File: config.mk
export PLATFORM = sky130hd
export DESIGN_NAME = sha256_hash_engine_top
export DESIGN_NICKNAME = d
export VERILOG_FILES = /design/src/sha_pkg.sv /design/src/sha_sched.sv /design/src/sha_round.sv /design/src/sha256_hash_engine_top.sv
export SDC_FILE = /design/constraint.sdc
export NUM_CORES = 2
export LEC_CHECK = 0
export ABC_AREA = 1
export BUFFER_PORTS_ARGS = -buffer_cell sky130_fd_sc_hd__buf_2
export CAP_MARGIN = 20
export CORE_MARGIN = 2
export CORE_UTILIZATION = 35
export DETAILED_ROUTE_END_ITERATION = 10
export GPL_TIMING_DRIVEN = 0
export PLACE_DENSITY = 0.53
export SLEW_MARGIN = 40
export SYNTH_ARGS = -nofsm -noshare
export SYNTH_HDL_FRONTEND = slang
export SYNTH_SLANG_ARGS = --single-unit
File: constraint.sdc
create_clock -name clk -period 26.5 [get_ports clk]
set_input_delay 1.325 -clock clk [delete_from_list [all_inputs] [get_ports clk]]
set_output_delay 1.325 -clock clk [all_outputs]
set_load 0.02 [all_outputs]
File: src/sha_pkg.sv
// Shared types, constants and the round constant table for the SHA-256 engine.
package sha_pkg;

  localparam int unsigned WordW  = 32;
  localparam int unsigned NumH   = 8;
  localparam int unsigned NumWin = 16;
  localparam int unsigned TotalW = 61;

  localparam logic [7:0] PadByte   = 8'h80;
  localparam logic [5:0] LenOffset = 6'd56;

  localparam logic [WordW-1:0] H_INIT [NumH] = '{
    32'h6a09e667, 32'hbb67ae85, 32'h3c6ef372, 32'ha54ff53a,
    32'h510e527f, 32'h9b05688c, 32'h1f83d9ab, 32'h5be0cd19
  };

  // Control from the sequencer to the schedule and round units.
  typedef struct packed {
    logic       push;
    logic [7:0] push_byte;
    logic       load;
    logic       step;
    logic       accum;
    logic       restart;
  } sha_ctl_t;

  function automatic logic [31:0] ror32(input logic [31:0] x, input int unsigned n);
    ror32 = (x >> n) | (x << (32 - n));
  endfunction

  function automatic logic [31:0] round_k(input logic [5:0] idx);
    logic [31:0] k;
    unique case (idx)
      6'd0:  k = 32'h428a2f98;  6'd1:  k = 32'h71374491;
      6'd2:  k = 32'hb5c0fbcf;  6'd3:  k = 32'he9b5dba5;
      6'd4:  k = 32'h3956c25b;  6'd5:  k = 32'h59f111f1;
      6'd6:  k = 32'h923f82a4;  6'd7:  k = 32'hab1c5ed5;
      6'd8:  k = 32'hd807aa98;  6'd9:  k = 32'h12835b01;
      6'd10: k = 32'h243185be;  6'd11: k = 32'h550c7dc3;
      6'd12: k = 32'h72be5d74;  6'd13: k = 32'h80deb1fe;
      6'd14: k = 32'h9bdc06a7;  6'd15: k = 32'hc19bf174;
      6'd16: k = 32'he49b69c1;  6'd17: k = 32'hefbe4786;
      6'd18: k = 32'h0fc19dc6;  6'd19: k = 32'h240ca1cc;
      6'd20: k = 32'h2de92c6f;  6'd21: k = 32'h4a7484aa;
      6'd22: k = 32'h5cb0a9dc;  6'd23: k = 32'h76f988da;
      6'd24: k = 32'h983e5152;  6'd25: k = 32'ha831c66d;
      6'd26: k = 32'hb00327c8;  6'd27: k = 32'hbf597fc7;
      6'd28: k = 32'hc6e00bf3;  6'd29: k = 32'hd5a79147;
      6'd30: k = 32'h06ca6351;  6'd31: k = 32'h14292967;
      6'd32: k = 32'h27b70a85;  6'd33: k = 32'h2e1b2138;
      6'd34: k = 32'h4d2c6dfc;  6'd35: k = 32'h53380d13;
      6'd36: k = 32'h650a7354;  6'd37: k = 32'h766a0abb;
      6'd38: k = 32'h81c2c92e;  6'd39: k = 32'h92722c85;
      6'd40: k = 32'ha2bfe8a1;  6'd41: k = 32'ha81a664b;
      6'd42: k = 32'hc24b8b70;  6'd43: k = 32'hc76c51a3;
      6'd44: k = 32'hd192e819;  6'd45: k = 32'hd6990624;
      6'd46: k = 32'hf40e3585;  6'd47: k = 32'h106aa070;
      6'd48: k = 32'h19a4c116;  6'd49: k = 32'h1e376c08;
      6'd50: k = 32'h2748774c;  6'd51: k = 32'h34b0bcb5;
      6'd52: k = 32'h391c0cb3;  6'd53: k = 32'h4ed8aa4a;
      6'd54: k = 32'h5b9cca4f;  6'd55: k = 32'h682e6ff3;
      6'd56: k = 32'h748f82ee;  6'd57: k = 32'h78a5636f;
      6'd58: k = 32'h84c87814;  6'd59: k = 32'h8cc70208;
      6'd60: k = 32'h90befffa;  6'd61: k = 32'ha4506ceb;
      6'd62: k = 32'hbef9a3f7;  6'd63: k = 32'hc67178f2;
      default: k = 32'h0;
    endcase
    round_k = k;
  endfunction

endpackage

File: src/sha_sched.sv
// Byte packer and sixteen-word message schedule window.
module sha_sched (
  input  logic              clk,
  input  sha_pkg::sha_ctl_t ctl,
  input  logic [1:0]        byte_pos,
  output logic [31:0]       wt
);

  logic [23:0] acc_r;
  logic [31:0] win_r [sha_pkg::NumWin];
  logic [31:0] new_w;
  logic [31:0] s0;
  logic [31:0] s1;

  assign s0 = sha_pkg::ror32(win_r[1], 7) ^ sha_pkg::ror32(win_r[1], 18) ^ (win_r[1] >> 3);
  assign s1 = sha_pkg::ror32(win_r[14], 17) ^ sha_pkg::ror32(win_r[14], 19)
            ^ (win_r[14] >> 10);
  assign new_w = win_r[0] + s0 + win_r[9] + s1;
  assign wt = win_r[0];

  always_ff @(posedge clk) begin
    if (ctl.push) begin
      acc_r <= {acc_r[15:0], ctl.push_byte};
    end
    // The window shifts when a packed word completes or when a round consumes a word.
    if ((ctl.push && (byte_pos == 2'd3)) || ctl.step) begin
      for (int i = 0; i < sha_pkg::NumWin - 1; i++) begin
        win_r[i] <= win_r[i+1];
      end
      win_r[sha_pkg::NumWin-1] <= ctl.step ? new_w : {acc_r, ctl.push_byte};
    end
  end

endmodule

File: src/sha_round.sv
// Working variables, one compression round per step, and the chaining words.
module sha_round (
  input  logic              clk,
  input  logic              rst_n,
  input  sha_pkg::sha_ctl_t ctl,
  input  logic [31:0]       kt,
  input  logic [31:0]       wt,
  input  logic [2:0]        rd_idx,
  output logic [31:0]       rd_word
);

  logic [31:0] chain_r [sha_pkg::NumH];
  logic [31:0] v_r     [sha_pkg::NumH];
  logic [31:0] t1;
  logic [31:0] t2;

  assign t1 = v_r[7] + (sha_pkg::ror32(v_r[4], 6) ^ sha_pkg::ror32(v_r[4], 11)
            ^ sha_pkg::ror32(v_r[4], 25)) + ((v_r[4] & v_r[5]) ^ (~v_r[4] & v_r[6]))
            + kt + wt;
  assign t2 = (sha_pkg::ror32(v_r[0], 2) ^ sha_pkg::ror32(v_r[0], 13)
            ^ sha_pkg::ror32(v_r[0], 22))
            + ((v_r[0] & v_r[1]) ^ (v_r[0] & v_r[2]) ^ (v_r[1] & v_r[2]));
  assign rd_word = chain_r[rd_idx];

  always_ff @(posedge clk) begin
    if (!rst_n || ctl.restart) begin
      for (int i = 0; i < sha_pkg::NumH; i++) begin
        chain_r[i] <= sha_pkg::H_INIT[i];
      end
    end else if (ctl.accum) begin
      for (int i = 0; i < sha_pkg::NumH; i++) begin
        chain_r[i] <= chain_r[i] + v_r[i];
      end
    end
    if (ctl.load) begin
      for (int i = 0; i < sha_pkg::NumH; i++) begin
        v_r[i] <= chain_r[i];
      end
    end else if (ctl.step) begin
      v_r[7] <= v_r[6];
      v_r[6] <= v_r[5];
      v_r[5] <= v_r[4];
      v_r[4] <= v_r[3] + t1;
      v_r[3] <= v_r[2];
      v_r[2] <= v_r[1];
      v_r[1] <= v_r[0];
      v_r[0] <= t1 + t2;
    end
  end

endmodule

File: src/sha256_hash_engine_top.sv
// SHA-256 engine top level: byte intake, padding sequencer and digest output.
//
// Channel | Direction | Beat contents
// in_     | input     | data_byte, has_byte, end_of_message
// out_    | output    | digest_word, word_index, last_word (eight beats per message)
//
// Every 64th byte starts the rounds and the chaining add, all run through the
// one shared round unit. Closing a message pushes the pad and length bytes at
// one per cycle (9 to 72), running the rounds for each block they complete,
// then eight output beats.
// Synchronous reset loads the initial hash values and clears the counters.
// in_stall is high in all states but idle: padding, rounds, chaining add, output.
module sha256_hash_engine_top (
  input  logic        clk,
  input  logic        rst_n,
  input  logic        in_valid,
  output logic        in_stall,
  input  logic [7:0]  in_data_byte,
  input  logic        in_has_byte,
  input  logic        in_end_of_message,
  output logic        out_valid,
  input  logic        out_stall,
  output logic [31:0] out_digest_word,
  output logic [2:0]  out_word_index,
  output logic        out_last_word
);

  typedef enum logic [2:0] {S_IDLE, S_PAD, S_ROUND, S_FINAL, S_OUT} state_t;

  state_t                       state_r, state_nxt;
  logic [5:0]                   fill_r, fill_nxt;
  logic [5:0]                   round_r, round_nxt;
  logic [sha_pkg::TotalW-1:0]   total_r, total_nxt;
  logic [3:0]                   len_r, len_nxt;
  logic                         sent80_r, sent80_nxt;
  logic                         pad_act_r, pad_act_nxt;
  logic [2:0]                   idx_r, idx_nxt;
  logic                         in_acc;
  logic                         out_acc;
  logic [63:0]                  len_shift;
  logic                         pad_zero;
  logic                         blk_full;
  logic [31:0]                  wt;
  sha_pkg::sha_ctl_t            ctl;

  assign in_acc   = in_valid && !in_stall;
  assign out_acc  = out_valid && !out_stall;
  assign in_stall = (state_r != S_IDLE);
  assign out_valid = (state_r == S_OUT);
  assign out_word_index = idx_r;
  assign out_last_word = (idx_r == 3'd7);

  assign len_shift = {total_r, 3'b000} << {len_r[2:0], 3'b000};
  assign pad_zero  = (len_r == 4'd0) && (fill_r != sha_pkg::LenOffset);

  always_comb begin
    ctl = '0;
    if (state_r == S_IDLE) begin
      ctl.push      = in_acc && in_has_byte;
      ctl.push_byte = in_data_byte;
    end else if (state_r == S_PAD) begin
      ctl.push      = 1'b1;
      ctl.push_byte = !sent80_r ? sha_pkg::PadByte : (pad_zero ? 8'h00 : len_shift[63:56]);
    end
    blk_full    = ctl.push && (fill_r == 6'd63);
    ctl.load    = blk_full;
    ctl.step    = (state_r == S_ROUND);
    ctl.accum   = (state_r == S_FINAL);
    ctl.restart = out_acc && out_last_word;
  end

  always_comb begin
    state_nxt   = state_r;
    fill_nxt    = ctl.push ? fill_r + 6'd1 : fill_r;
    round_nxt   = round_r;
    total_nxt   = total_r;
    len_nxt     = len_r;
    sent80_nxt  = sent80_r;
    pad_act_nxt = pad_act_r;
    idx_nxt     = idx_r;
    unique case (state_r)
      S_IDLE: begin
        if (in_acc) begin
          if (in_has_byte) begin
            total_nxt = total_r + sha_pkg::TotalW'(1);
          end
          pad_act_nxt = in_end_of_message;
          if (blk_full) begin
            state_nxt = S_ROUND;
          end else if (in_end_of_message) begin
            state_nxt = S_PAD;
          end
        end
      end
      S_PAD: begin
        if (!sent80_r) begin
          sent80_nxt = 1'b1;
        end else if (!pad_zero) begin
          len_nxt = len_r + 4'd1;
        end
        if (blk_full) begin
          state_nxt = S_ROUND;
        end
      end
      S_ROUND: begin
        round_nxt = round_r + 6'd1;
        if (round_r == 6'd63) begin
          state_nxt = S_FINAL;
        end
      end
      S_FINAL: begin
        if (!pad_act_r) begin
          state_nxt = S_IDLE;
        end else if (len_r == 4'd8) begin
          state_nxt = S_OUT;
        end else begin
          state_nxt = S_PAD;
        end
      end
      S_OUT: begin
        if (out_acc) begin
          idx_nxt = idx_r + 3'd1;
          if (out_last_word) begin
            state_nxt   = S_IDLE;
            total_nxt   = '0;
            len_nxt     = '0;
            sent80_nxt  = 1'b0;
            pad_act_nxt = 1'b0;
          end
        end
      end
      default: state_nxt = S_IDLE;
    endcase
  end

  always_ff @(posedge clk) begin
    if (!rst_n) begin
      state_r   <= S_IDLE;
      fill_r    <= '0;
      round_r   <= '0;
      total_r   <= '0;
      len_r     <= '0;
      sent80_r  <= 1'b0;
      pad_act_r <= 1'b0;
      idx_r     <= '0;
    end else begin
      state_r   <= state_nxt;
      fill_r    <= fill_nxt;
      round_r   <= round_nxt;
      total_r   <= total_nxt;
      len_r     <= len_nxt;
      sent80_r  <= sent80_nxt;
      pad_act_r <= pad_act_nxt;
      idx_r     <= idx_nxt;
    end
  end

  sha_sched u_sched (
    .clk      (clk),
    .ctl      (ctl),
    .byte_pos (fill_r[1:0]),
    .wt       (wt)
  );

  sha_round u_round (
    .clk     (clk),
    .rst_n   (rst_n),
    .ctl     (ctl),
    .kt      (sha_pkg::round_k(round_r)),
    .wt      (wt),
    .rd_idx  (idx_r),
    .rd_word (out_digest_word)
  );

  a_out_blocks_in: assert property (@(posedge clk) disable iff (!rst_n)
    out_valid |-> in_stall) else $error("input taken while digest pending");

  a_out_hold: assert property (@(posedge clk) disable iff (!rst_n)
    out_valid && out_stall |=> out_valid && $stable(out_word_index)
      && $stable(out_digest_word)) else $error("stalled digest word changed");

  a_last_frees: assert property (@(posedge clk) disable iff (!rst_n)
    out_acc && out_last_word |=> !out_valid && !in_stall && (fill_r == 6'd0))
    else $error("engine not idle after final digest word");

  a_round_clean: assert property (@(posedge clk) disable iff (!rst_n)
    (state_r == S_ROUND) |-> !ctl.push) else $error("byte pushed during rounds");

endmodule

== After elaboration in Yosys (flattened, before gate mapping) ==
Memory sizes are Yosys's and may differ from the RTL's. A register that Yosys moved wholly into a read port is not among the register bits.
Index checks and enable logic that the tools add are counted.

* Memories: 4
* Output and inout bits: 38
* Bits in writable memories: 1024
* Input bits: 14
* Register bits: 109
* Word-level logic and storage cells: 184
* Memory bits (read-only): 2048

* Bitwise gates (word level): 43
* Eq/ne operators: 19
* Mux-type cells: 62
* Reductions and logical operators: 23
* Add/subtract/negate cells: 23
* Shift-type cells: 1

{| class="wikitable"
|+ Memories
! name !! words !! bits a word !! rd ports !! clocked after memory_dff !! wr ports !! line !! RTL
|-
| (no name shown) || 64 || 32 || 1 || 1 || 0 || sha_pkg.sv:33 || <nowiki>unique case (idx)</nowiki>
|-
| u_sched.win_r || 16 || 32 || 16 || 0 || 16 || sha_sched.sv:10 || <nowiki>logic [31:0] win_r [sha_pkg::NumWin];</nowiki>
|-
| u_round.chain_r || 8 || 32 || 9 || 1 || 8 || sha_round.sv:12 || <nowiki>logic [31:0] chain_r [sha_pkg::NumH];</nowiki>
|-
| u_round.v_r || 8 || 32 || 8 || 0 || 8 || sha_round.sv:13 || <nowiki>logic [31:0] v_r [sha_pkg::NumH];</nowiki>
|}

{| class="wikitable"
|+ Operator list
! cell !! count
|-
| $add A32 B32 Y32 || 18
|-
| $mux W32 || 17
|-
| $xor A32 B32 Y32 || 9
|-
| $mux W61 || 4
|-
| $and A32 B32 Y32 || 5
|-
| $pmux W61 S2 || 1
|-
| $shl A64 B6 Y64 || 1
|-
| $add A61 B1 Y61 const B || 1
|-
| $mux W3 || 11
|-
| $not A32 Y32 || 1
|-
| $or A10 B32 Y32 || 1
|-
| $or A13 B32 Y32 || 1
|-
| $or A14 B32 Y32 || 1
|-
| $or A15 B32 Y32 || 1
|-
| $or A19 B32 Y32 || 1
|-
| $or A21 B32 Y32 || 1
|-
| $or A25 B32 Y32 || 1
|-
| $or A26 B32 Y32 || 1
|-
| $or A30 B32 Y32 || 1
|-
| $or A7 B32 Y32 || 1
|-
| $xor A32 B22 Y32 || 1
|-
| $xor A32 B29 Y32 || 1
|-
| $mux W9 || 2
|-
| $mux W4 || 4
|-
| other kinds (32) || 85
|}

== Depth between registers and ports, before layout ==
* Word-level depth: 10
* Gate-level depth with buffers: 35
* Gate-level depth less buffers: 35

== Modules after synthesis ==
A second synthesis with hierarchy kept.

* Cell total of the unflattened synthesis: 9516
* Area total of the unflattened synthesis: 78450.2 sq um

{| class="wikitable"
|+ Modules (own cells, without submodules)
! module !! instances !! cells an instance !! seq. area each (sq um) !! area each (sq um)
|-
| sha_round || 1 || 6451 || 15374.7 || 47603.2
|-
| sha_sched || 1 || 1457 || 16095.4 || 21684.5
|-
| sha256_hash_engine_top || 1 || 1608 || 2342.2 || 9162.5
|}

== Least setup slack after synthesis ==
Ideal clock, no wire load.

* Kind: input port to flip-flop
* Start: in in_valid
* End: mem u_sched.win_r[0][0] (enable)
* Data required time: 22843 ps
* Slack: 12384 ps
* Stages on the path: 4
* Buffers on the path: 0
* Data arrival time: 10459 ps
* Library setup time: 3657 ps
* Path through: nand3_1 nand2_1 nand2_1 nand2_1

{| class="wikitable"
|+ RTL lines
! item !! line !! RTL
|-
| start: declaration || sha256_hash_engine_top.sv:16 || <nowiki>input logic in_valid,</nowiki>
|-
| end: declaration || sha_sched.sv:10 ||
|}

==> results.cfg <==
[status]
status = finished clean

[synth]
synth_seq_cells = 1168
async_flop_share_pct = 0
synth_edf_count = 1048
avgSynthCellArea_um2 = 8.61
yosysUniqueCellTypes = 64
synth_seq_area_share_pct = 44.3
syn_area_mm2 = 0.0765
synthFlopType = edfxtp_1
syn_inst = 8885
ys_warn_count = 0
synth_nets = 9490

[setup_path]
r2r-end = u_round.v_r[0][21]
crit_path_start_kind = flop
worstSetupEndpointType = flop
crit_required_ns = 27.04
cpMaxStageDelayCell = fa_1
reg2reg_from = u_round.v_r[2][11]
worstPathArrival_ns = 9.52
crit_type = flop to flop
path_buf_inv = 9
reg2regPathDepth = 30
crit_start = u_round.v_r[2][11]
crit_end = u_round.v_r[0][21]
cp_common_cell = inv_1
cp_top_family = adder cells
crit_path_max_incr_delay_ns = 0.75
r2r_slack_ns = 17.52
critical_path_depth = 30
path_max_fanout = 6

[min_path]
worstHoldPathType = flop to flop

[global_route]
gr-usage-all-layers_pct = 30.9
grt_pass1_vias = 63846
grt_overflow = 0
grt_start_max_net_pins = 47
antenna_found_initial = 20
grt_pass1_wl_mm = 485

[drt]
wirelength_mm = 352
viasPerCell = 5.66
ant_nets = 0
dr.pass1.iters = 9
via_count = 68378
wl_per_cell_um = 29.2
drc = 0
drt_iter0_drc = 8936

[cts]
cts_inserted_buffers = 144
clk_latency_ns = 0.83
cts_buffer_depth = 3
cts_sinks = 1168
clockRootBuffer = clkbuf_16
cts_tree = built
ctsHoldBuffers = 0
post-cts-setup-buffers = 0
htreeDepth = 4
cts_resized = 0
clk_pin_slew_worst_paths_ns = 0.06

[sta]
relSlewSlack_pct = 34.6
timing.fmax_mhz = 111
grt_setup_unrepaired = false
finalHoldViolations = 0
tightest_slew_ns = 0.971
tns_ns = 0
finalCriticalPeriod_ns = 8.98
fin_crit_sh_pct = 33.9
hold-worst-slack_ns = 0.405
setup_violations = 0
fin_skew_ns = 0.0424
drv_slew = 0

[placement]
globalplace.congestion = 1.02
io_buffers = 50
dp_hpwl_mm = 289
placed_cells = 11823
dpl-instance-area_mm2 = 0.0812

[layout]
drive_gt1_share_pct = 5.89
synthToLayoutAreaGrowth_pct = 12.5
multi_input_area_mm2 = 0.0373
layout_commonest_cell = nand2_1
fin_area_mm2 = 0.0861
layout.cells.non_filler = 12091
ff_latch_area_mm2 = 0.0339
n_fill_cell = 22023
final_net_count = 9720
final_cell_mix = nand2_1, inv_1, edfxtp_1

[floorplanning]
chipWidth_um = 471
design.core.area_mm2 = 0.217
start_util_pct = 35.2
io_pins = 52
num_rows = 171
die_area_mm2 = 0.222
die_h_um = 471

[power_and_ir_drop]
ir_drop_v = 0.0000469
power_switching_share_pct = 27.5
leakage_uw = 0.0345
combPwrFrac_pct = 11.6
clkPwrFrac_pct = 43.7
p_per_area_mw_per_mm2 = 54.0
netSwitchingPower_uw = 1280
p_total_uw = 4650
seqPwrFrac_pct = 44.7
internal_power_uw = 3370

[flow_run]
cap_viol_max_count = 0
## area by class of cell
cell class | instances | share of cell area (%)
inverters | 1182 | 5.16
flip-flops and latches | 1168 | 39.4
multi-input cells | 6279 | 43.4
clock buffers | 175 | 4.44
diodes | 7 | 0.0204
repair buffers | 84 | 1.05
clock inverters | 86 | 1.14
plain buffers | 256 | 1.31
well taps | 2854 | 4.15
## cells by family (layout without fill, tap and decap cells)
kind of cell,count (synthesis),count (layout),share of synthesized area (%)
flip-flops,1168,1168,44.3
XOR/XNOR,349,349,4.00
other,0,7,0
buffers and inverters,1438,1783,7.21
adder cells (fa/ha/maj),597,597,11.7
AO/OA/AOI/OAI,2025,2025,14.6
AND/OR/NAND/NOR,3308,3308,18.3
## through the flow
step / utilization (%) / worst slack, ns
2_1_floorplan: - / 12.38
3_3_place_gp: 37.0 / 5.72
3_5_place_dp: 37.4 / 17.63
4_1_cts: 39.6 / 17.61
5_1_grt: 39.6 / 17.24
6_report: 39.6 / 17.52
## worst min-delay path by stage
stage / from / endpoint / slack [ns] / depth (start not counted)
after global placement: u_sched.win_r[1][86] / u_sched.win_r[1][54] / 0.40 / 0
after CTS: u_sched.win_r[1][130] / u_sched.win_r[1][98] / 0.41 / 0
after global routing: u_sched.win_r[1][130] / u_sched.win_r[1][98] / 0.41 / 0
final: u_sched.win_r[0][65] / u_sched.win_r[0][33] / 0.41 / 0
after detailed placement: u_sched.win_r[0][188] / u_sched.win_r[0][156] / 0.40 / 0
after floorplan: u_sched.win_r[0][132] / u_sched.win_r[0][100] / 0.40 / 0
## registers in the layout, summed over array words and instances, names as in the netlist, named ones only
signal and cells:
pad_act_r 1, u_round.v_r 256, out_word_index 3, round_r 6, state_r 3, u_sched.win_r 512
u_sched.acc_r 24, total_r 61, sent80_r 1, u_round.kt 32, fill_r 6, len_r 4
u_round.chain_r 256
## metal layers
| layer | up-vias | global-route usage [%] | part of all wire, % |
|---|---|---|---|
| met5 | - | 0 | 0.012 |
| met4 | 8 | 12.3 | 4.4 |
| met3 | 552 | 6.38 | 9.3 |
| met2 | 3394 | 44.9 | 42 |
| met1 | 33623 | 44.6 | 45 |
| li1 | 30801 | - | - |
## cell usage after synthesis, types with 13 or more instances
| cell | instances | area [um^2] |
|---|---|---|
| buf_4 | 13 | 97.6 |
| ha_1 | 396 | 4950 |
| o21a_1 | 61 | 458 |
| nor3_1 | 103 | 515 |
| nand3b_1 | 18 | 135 |
| nor4_1 | 29 | 181 |
| a31oi_1 | 71 | 444 |
| o21ai_1 | 26 | 130 |
| nand3_1 | 455 | 2280 |
| o211ai_1 | 43 | 323 |
| xnor2_1 | 160 | 1400 |
| fa_1 | 195 | 3900 |
| dfxtp_1 | 120 | 2400 |
| nand4_1 | 146 | 913 |
| a21boi_0 | 34 | 255 |
| o21bai_1 | 43 | 323 |
| clkbuf_1 | 193 | 724 |
| o22ai_1 | 27 | 169 |
| o311ai_0 | 13 | 114 |
| buf_2 | 37 | 185 |
| xor2_1 | 189 | 1660 |
| nor2_1 | 757 | 2840 |
| nand2_1 | 1697 | 6370 |
| a21oi_1 | 740 | 3700 |
| edfxtp_1 | 1048 | 31500 |
| o21ai_0 | 843 | 4220 |
| or2_2 | 48 | 300 |
| inv_1 | 1168 | 4380 |
| o221ai_1 | 21 | 184 |
| a21o_1 | 61 | 458 |
## worst register-to-register path, delay by kind of cell, from the launching register on
kind	cells	cell delay (ns)
flops	1	0.37
simple gates	2	0.57
compound gates	12	2.86
fa+ha+maj	6	3.02
buf+inv	9	1.41
xor+xnor	1	0.50
## power by group through the flow
stage	logic (uW)	registers, uW	clock network [uW]
after global routing	590	2070	2140
after CTS	531	2070	2070
after global placement	519	2130	0
after detailed placement	527	2110	0
final	540	2080	2030
after floorplan	341	2100	0
Note: power is estimated with default switching activity, not from simulation.
